`config.mk`:
```
export PLATFORM = sky130hd
export DESIGN_NAME = sorted_timer_queue_core
export DESIGN_NICKNAME = d
export VERILOG_FILES = /design/src/hdl/stq_pkg.sv /design/src/hdl/stq_ctrl.sv /design/src/hdl/stq_datapath.sv /design/src/hdl/sorted_timer_queue_core.sv
export SDC_FILE = /design/constraint.sdc
export NUM_CORES = 2
export LEC_CHECK = 0
export BUFFER_PORTS_ARGS = -buffer_cell sky130_fd_sc_hd__buf_4
export CELL_PAD_IN_SITES_DETAIL_PLACEMENT = 0
export CELL_PAD_IN_SITES_GLOBAL_PLACEMENT = 1
export CORE_MARGIN = 2
export CORE_UTILIZATION = 35
export CTS_CLUSTER_DIAMETER = 120
export DETAILED_ROUTE_END_ITERATION = 7
export PLACE_DENSITY_LB_ADDON = 0.12
export SYNTH_ARGS = -nofsm -noshare
export SYNTH_HDL_FRONTEND = slang
export SYNTH_SLANG_ARGS = --single-unit
export TNS_END_PERCENT = 100
```
`constraint.sdc`:
```
create_clock -name clk -period 27.4 [get_ports clk]
set_input_delay 1.37 -clock clk [delete_from_list [all_inputs] [get_ports clk]]
set_output_delay 1.37 -clock clk [all_outputs]
set_load 0.03 [all_outputs]
```
`src/hdl/stq_pkg.sv`:
```
// Shared types and constants for the sorted timer queue.
package stq_pkg;

  localparam int QUEUE_DEPTH = 16;
  localparam int TIME_BITS   = 48;
  localparam int DUR_BITS    = 40;
  localparam int HANDLE_BITS = 16;
  localparam int ACTION_BITS = 8;
  localparam int IDX_W       = $clog2(QUEUE_DEPTH);
  localparam int CNT_W       = $clog2(QUEUE_DEPTH + 1);

  localparam logic CMD_START   = 1'b0;
  localparam logic CMD_PROCESS = 1'b1;

  localparam logic [1:0] KIND_START_ACK = 2'd0;
  localparam logic [1:0] KIND_FIRED     = 2'd1;
  localparam logic [1:0] KIND_NONE_DUE  = 2'd2;

  typedef struct packed {
    logic                   command;
    logic [TIME_BITS-1:0]   now_us;
    logic [DUR_BITS-1:0]    delay_us;
    logic [HANDLE_BITS-1:0] handle;
    logic [ACTION_BITS-1:0] action_id;
  } stq_in_t;

  typedef struct packed {
    logic [1:0]             kind;
    logic [HANDLE_BITS-1:0] fired_handle;
    logic [ACTION_BITS-1:0] fired_action;
    logic                   new_head;
    logic                   table_full;
    logic                   has_next;
    logic [TIME_BITS-1:0]   next_expiry_us;
    logic                   last;
  } stq_out_t;

  typedef struct packed {
    logic [TIME_BITS-1:0]   expiry;
    logic [HANDLE_BITS-1:0] handle;
    logic [ACTION_BITS-1:0] action;
  } stq_entry_t;

  // Controller to datapath
  typedef struct packed {
    logic capture;
    logic calc;
    logic scan_adv;
    logic insert;
    logic reject;
    logic pop;
    logic none_due;
  } stq_cmd_t;

  // Datapath to controller
  typedef struct packed {
    logic full;
    logic scan_stop;
    logic head_due;
    logic pop_last;
  } stq_stat_t;

endpackage

```
`src/hdl/stq_ctrl.sv`:
```
// Controller state machine of the sorted timer queue.
module stq_ctrl import stq_pkg::*; (
  input  logic      clk,
  input  logic      rst_n,
  input  logic      start,
  input  logic      req_command,
  input  stq_stat_t stat,
  output stq_cmd_t  cmd,
  output logic      busy
);

  localparam logic [1:0] ST_IDLE = 2'd0;
  localparam logic [1:0] ST_CALC = 2'd1;
  localparam logic [1:0] ST_SCAN = 2'd2;
  localparam logic [1:0] ST_PROC = 2'd3;

  logic [1:0] state_r;
  logic [1:0] state_nxt;

  always_ff @(posedge clk) begin
    if (!rst_n) begin
      state_r <= ST_IDLE;
    end else begin
      state_r <= state_nxt;
    end
  end

  always_comb begin
    cmd       = '0;
    state_nxt = state_r;
    case (state_r)
      ST_IDLE: begin
        if (start) begin
          cmd.capture = 1'b1;
          state_nxt   = (req_command == CMD_PROCESS) ? ST_PROC : ST_CALC;
        end
      end
      ST_CALC: begin
        // form expiry; drop at once when no entry is free
        if (stat.full) begin
          cmd.reject = 1'b1;
          state_nxt  = ST_IDLE;
        end else begin
          cmd.calc  = 1'b1;
          state_nxt = ST_SCAN;
        end
      end
      ST_SCAN: begin
        if (stat.scan_stop) begin
          cmd.insert = 1'b1;
          state_nxt  = ST_IDLE;
        end else begin
          cmd.scan_adv = 1'b1;
        end
      end
      ST_PROC: begin
        if (stat.head_due) begin
          cmd.pop = 1'b1;
          if (stat.pop_last) begin
            state_nxt = ST_IDLE;
          end
        end else begin
          cmd.none_due = 1'b1;
          state_nxt    = ST_IDLE;
        end
      end
      default: begin
        state_nxt = ST_IDLE;
      end
    endcase
  end

  assign busy = (state_r != ST_IDLE);

endmodule

```
`src/hdl/stq_datapath.sv`:
```
// Datapath of the sorted timer queue: entry table, scan index, result register.
module stq_datapath import stq_pkg::*; (
  input  logic      clk,
  input  logic      rst_n,
  input  stq_in_t   in_req,
  input  stq_cmd_t  cmd,
  output stq_stat_t stat,
  output logic      out_strobe,
  output stq_out_t  out_res
);

  stq_in_t                req_r;
  stq_entry_t             entry_r [QUEUE_DEPTH];
  logic [CNT_W-1:0]       count_r;
  logic [IDX_W-1:0]       idx_r;
  logic [TIME_BITS-1:0]   exp_r;
  logic                   out_strobe_r;
  stq_out_t               out_res_r;
  stq_out_t               out_res_nxt;

  logic [TIME_BITS:0]     sum;
  logic [TIME_BITS-1:0]   exp_sat;
  stq_entry_t             scan_entry;
  stq_entry_t             new_entry;
  logic                   head_le;
  logic                   second_le;

  // saturating expiry
  assign sum     = (TIME_BITS+1)'(req_r.now_us) + (TIME_BITS+1)'(req_r.delay_us);
  assign exp_sat = sum[TIME_BITS] ? '1 : sum[TIME_BITS-1:0];

  assign scan_entry = entry_r[idx_r];
  assign new_entry  = '{expiry: exp_r, handle: req_r.handle, action: req_r.action_id};
  assign head_le    = (entry_r[0].expiry <= req_r.now_us);
  assign second_le  = (entry_r[1].expiry <= req_r.now_us);

  assign stat.full      = (count_r == CNT_W'(QUEUE_DEPTH));
  assign stat.scan_stop = (CNT_W'(idx_r) == count_r) || (exp_r < scan_entry.expiry);
  assign stat.head_due  = (count_r != '0) && head_le;
  assign stat.pop_last  = (count_r == CNT_W'(1)) || !second_le;

  always_ff @(posedge clk) begin
    if (cmd.capture) begin
      req_r <= in_req;
    end
    if (cmd.calc) begin
      exp_r <= exp_sat;
    end
    if (cmd.calc) begin
      idx_r <= '0;
    end else if (cmd.scan_adv) begin
      idx_r <= idx_r + IDX_W'(1);
    end
  end

  // entry table: insert shifts the tail up, pop shifts everything down
  for (genvar g = 0; g < QUEUE_DEPTH; g++) begin : g_cell
    always_ff @(posedge clk) begin
      if (cmd.insert) begin
        if (IDX_W'(g) == idx_r) begin
          entry_r[g] <= new_entry;
        end else if (g > 0 && IDX_W'(g) > idx_r && CNT_W'(g) <= count_r) begin
          entry_r[g] <= entry_r[(g > 0) ? g - 1 : 0];
        end
      end else if (cmd.pop) begin
        if (g < QUEUE_DEPTH - 1) begin
          entry_r[g] <= entry_r[(g < QUEUE_DEPTH - 1) ? g + 1 : g];
        end
      end
    end
  end

  always_ff @(posedge clk) begin
    if (!rst_n) begin
      count_r <= '0;
    end else if (cmd.insert) begin
      count_r <= count_r + CNT_W'(1);
    end else if (cmd.pop) begin
      count_r <= count_r - CNT_W'(1);
    end
  end

  always_ff @(posedge clk) begin
    if (!rst_n) begin
      out_strobe_r <= 1'b0;
    end else begin
      out_strobe_r <= cmd.insert | cmd.reject | cmd.pop | cmd.none_due;
    end
  end

  always_comb begin
    out_res_nxt = '0;
    if (cmd.insert) begin
      out_res_nxt.kind     = KIND_START_ACK;
      out_res_nxt.new_head = (idx_r == '0);
      out_res_nxt.last     = 1'b1;
    end else if (cmd.reject) begin
      out_res_nxt.kind       = KIND_START_ACK;
      out_res_nxt.table_full = 1'b1;
      out_res_nxt.last       = 1'b1;
    end else if (cmd.pop) begin
      out_res_nxt.kind         = KIND_FIRED;
      out_res_nxt.fired_handle = entry_r[0].handle;
      out_res_nxt.fired_action = entry_r[0].action;
      out_res_nxt.last         = stat.pop_last;
      if (stat.pop_last && count_r >= CNT_W'(2)) begin
        out_res_nxt.has_next       = 1'b1;
        out_res_nxt.next_expiry_us = entry_r[1].expiry;
      end
    end else if (cmd.none_due) begin
      out_res_nxt.kind = KIND_NONE_DUE;
      out_res_nxt.last = 1'b1;
      if (count_r != '0) begin
        out_res_nxt.has_next       = 1'b1;
        out_res_nxt.next_expiry_us = entry_r[0].expiry;
      end
    end
  end

  always_ff @(posedge clk) begin
    out_res_r <= out_res_nxt;
  end

  assign out_strobe = out_strobe_r;
  assign out_res    = out_res_r;

endmodule

```
`src/hdl/sorted_timer_queue_core.sv`:
```
// Top level of the sorted timer queue: controller plus datapath.
//
// Keeps up to QUEUE_DEPTH one-shot timers sorted by expiry (microseconds).
// A request is taken at a rising edge where start is high and busy is low.
// A start request (command 0) sets expiry = now_us + delay_us, saturating
// at all ones, and places the timer after every entry with an equal or
// earlier expiry; it yields one result with new_head, or with table_full
// when no entry is free (the timer is then dropped). A process request
// (command 1) pops every timer whose expiry is at or before now_us, one
// fired result per timer in expiry order, or one "none due" result when
// nothing has expired; the final result carries last, has_next and
// next_expiry_us. Every result sits on out_res for exactly one cycle,
// flagged by out_strobe, and cannot be held off, so capture it on sight.
// Busy stays high on a start through the expiry step, one scan step per
// pending timer expiring at or before the new one (one table entry is
// compared per cycle) and the insert step, or the expiry step if rejected;
// on a process request through one pop step per popped timer, one pop per
// cycle, or one none-due step. Each result is registered and shows in the
// cycle after its step, so fired results stream one per cycle while busy
// is high, and the final result of every request sits on the ports in the
// first cycle with busy low; a new request may be given in that same cycle.
module sorted_timer_queue_core import stq_pkg::*; (
  input  logic     clk,
  input  logic     rst_n,
  input  logic     start,
  output logic     busy,
  input  stq_in_t  in_req,
  output logic     out_strobe,
  output stq_out_t out_res
);

  stq_cmd_t  cmd;
  stq_stat_t stat;

  // sequence scan, insert and pop steps
  stq_ctrl u_ctrl (
    .clk         (clk),
    .rst_n       (rst_n),
    .start       (start),
    .req_command (in_req.command),
    .stat        (stat),
    .cmd         (cmd),
    .busy        (busy)
  );

  // hold the table and drive the result register
  stq_datapath u_datapath (
    .clk        (clk),
    .rst_n      (rst_n),
    .in_req     (in_req),
    .cmd        (cmd),
    .stat       (stat),
    .out_strobe (out_strobe),
    .out_res    (out_res)
  );

endmodule
```
==> qor.txt <==
Seq/Total Area, Yosys = 0.567
initial core utilization = 0.352
P per Cell Area = 69.0 nW/um^2
#FFs+latches synth = 1406
Mapped Area = 72800 um^2
cell depth of the worst hold path = 1
Clock Path Buffers = 3
Worst Setup Start Kind = flop
GRT Overall Usage = 0.246
IO Count = 196
Setup Viol. Count Final = 0
layout cells sized above 1 = 0.155
Hold Crit Class = flop to flop
Pins Over Slew Limit = 0
Critical Path AT = 10.17 ns
RSZ-0062 raised after global routing = no
vias per cell = 6.15
reg2reg setup slack = 17.81 ns
die width = 460 um
DRC Markers = 0
global-route wire length before repair = 381 mm
top post-synthesis cells by area = edfxtp_1 (54%), a221o_1 (12%), mux4_2 (7.3%)
Req. time, crit path = 27.97 ns
drt initial violations = 5900
final-report hold violation count = 0
cts bufs inserted = 168
ys async rst share = 0
Pre-antenna DRT Iters = 6
Root Buffer = clkbuf_16
Final ANT Viol Nets = 0
Max Freq = 0.104 GHz
worst rel slew slack = 0.110
setup_tns = 0 ns
clock latency on the worst-skew pair = 0.84 ns
Critical Path Fanout Max = 42
worst hold endpoint = u_datapath.out_res[64]$_SDFF_PP0_
outcome = complete, no violations
antenna violations before repair = 3
PnR worst setup slack = 17.81 ns
Fin Clk Skew = 0.0329 ns
RD Place Congestion = 0.829
warnings from Yosys = 0
Tmin final = 9.59 ns
gr ovfl total = 0
WL per Instance = 31.0 um
largest net degree at the start of global routing = 145
number of port buffers = 195
Avg Inst Size Synth = 12.6 um^2
Hold Worst Slack = 0.483 ns
Clock Sink Count = 1406
Post-CTS Setup Bufs = 0
DIE AREA = 212000 um^2
area share of the largest cell type after synthesis = 0.541
MaxCap Viol Count = 0
distinct cell type count after synthesis = 73
critical setup path kind = flop to flop
Worst setup EP type = flop
vias in the first global route = 51005
Worst-Margin Slew = 1.34 ns
total number of vias = 52619
Area Growth Syn to Fin = 12.7%
HPWL Detailed = 157 mm
largest area contributor in the netlist = edfxtp_1
Post-Place Worst Slack = 17.65 ns
hold_buf cts = 0
Worst R2R End = u_datapath.entry_r[15][33]$_DFFE_PP_
nets = 6019
CORE AREA = 207000 um^2
Mapped Cells = 5788
Reg clk slew, reported paths = 0.06 ns
syn_nets = 6096
WL final = 265 mm
final worst-path cycle share = 0.350
commonest register cell after synthesis = edfxtp_1
EDFF count, synth = 1312
Leak = 28.4 nW
FP Rows = 167
worst ir drop on vdd = 0.0000687 V
number of cells on the worst reg-to-reg path = 19
Final Non-Filler Cells = 8559
Die Height = 460 um
synth cell count leaders = edfxtp_1 (1312), nor2_1 (1038), a221o_1 (899), nand2_1 (508), clkbuf_1 (318)
fillers = 19434
post_cts resized = 0
placed cell count = 8245
htree depth = 4
CTS tree = built
top-count cell post-synth = edfxtp_1
origin of the worst min-delay path = u_datapath.entry_r[0][12]$_DFFE_PP_
==> layout by cell type, fill, tap and decap left out, types with 10 or more instances in the layout <==
cell,synthesis,final
buf_4,46,283
xor2_1,15,15
clkinv_1,0,22
ha_1,191,191
and2_1,37,35
nand2b_1,11,11
dfxtp_1,94,90
mux4_2,237,237
a221o_1,899,899
a31oi_1,83,83
nor2b_1,17,17
xnor2_1,25,25
nor2_1,1038,1035
nand3_1,42,42
nand4_1,47,47
mux2_2,76,76
edfxtp_1,1312,1312
o211ai_1,27,27
clkbuf_1,318,40
a21o_1,43,43
a21oi_1,103,102
o21a_1,16,16
clkbuf_16,0,174
clkinv_2,0,30
bufinv_16,0,14
inv_1,121,119
nor3_1,13,13
mux2i_1,33,33
o21ai_0,90,80
a22o_1,48,48
clkbuf_8,0,21
nand2_1,508,508
o21ai_4,0,10
==> layer usage <==
layer | track usage | share of wire
met4 | 0.0636 | 0.025
met2 | 0.395 | 0.47
met1 | 0.348 | 0.45
met3 | 0.0340 | 0.061
met5 | 0 | 0
==> cell type report <==
cell class,instances,area (um^2),share of cell area
repair buffers,292,2300,0.0281
flip-flops and latches,1406,41300,0.504
inverters,121,463,0.00565
clock buffers,235,4790,0.0585
well taps,2704,3380,0.0413
multi-input cells,3722,28900,0.352
clock inverters,76,856,0.0104
diodes,3,7.51,0.0000915
==> how the worst max path moves through the flow <==
stage / slack [ns] / from / depth (start not counted) / to
floorplan: 16.83 / flop / 17 / u_datapath.entry_r[1][0]$_DFFE_PP_
global placement: 17.62 / flop / 19 / u_datapath.entry_r[15][16]$_DFFE_PP_
detailed placement: 17.65 / flop / 19 / u_datapath.entry_r[15][36]$_DFFE_PP_
CTS: 17.65 / flop / 19 / u_datapath.entry_r[15][33]$_DFFE_PP_
global route: 17.21 / flop / 19 / u_datapath.entry_r[15][32]$_DFFE_PP_
finish: 17.81 / flop / 19 / u_datapath.entry_r[15][33]$_DFFE_PP_
==> where the power goes <==
| part | total [W] | internal (W) | switching [W] |
|---|---|---|---|
| clock network | 0.00233 | 0.00136 | 0.000975 |
| registers | 0.00250 | 0.00243 | 0.0000699 |
| logic | 0.000823 | 0.000379 | 0.000444 |
| total | 0.00565 | 0.00417 | 0.00149 |
==> registers in the layout, indices dropped and copies added, names as in the netlist, 2 cells and up, named ones only <==
register              flops
u_datapath.entry_r     1152
u_ctrl.state_r            2
u_datapath.count_r        5
u_datapath.new_entry     24
u_datapath.out_res       78
u_datapath.req_r         88
u_datapath.exp_r         48
u_datapath.idx_r          4
==> through the flow <==
stage                util  instance area (um^2)  power (W)
global route        0.396                 82000    0.00586
detailed placement  0.369                 76300    0.00337
CTS                 0.396                 82000    0.00571
global placement    0.369                 76300    0.00337
floorplan               -                 72800    0.00311
finish              0.396                 82000    0.00565
==> cell families (layout without fill, tap and decap cells) <==
| family | after synthesis | in the layout | synth area share |
|---|---|---|---|
| AND/OR/NAND/NOR | 1764 | 1764 | 0.0983 |
| flip-flops | 1406 | 1406 | 0.567 |
| AO/OA/AOI/OAI | 1380 | 1380 | 0.167 |
| buffers and inverters | 660 | 724 | 0.0399 |
| multiplexers | 346 | 346 | 0.0896 |
| adder cells (fa/ha/maj) | 192 | 192 | 0.0331 |
| XOR/XNOR | 40 | 40 | 0.00481 |
| other | 0 | 3 | 0 |
==> critical path, stage by stage, from the launching register on <==
cell	delay [ns]
dfxtp_4	0.61
buf_4	0.85
buf_4	0.84
buf_4	0.66
mux4_2	0.59
mux4_2	0.48
inv_1	0.10
ha_1	0.25
a21oi_1	0.14
o21ai_0	0.12
a21oi_1	0.17
o211a_1	0.30
o211ai_1	0.11
o31a_2	0.35
buf_4	0.29
nand2b_1	0.59
nor3b_2	0.92
buf_4	0.68
buf_4	0.71
mux2_2	0.41
(Power assumes the default switching activity.)
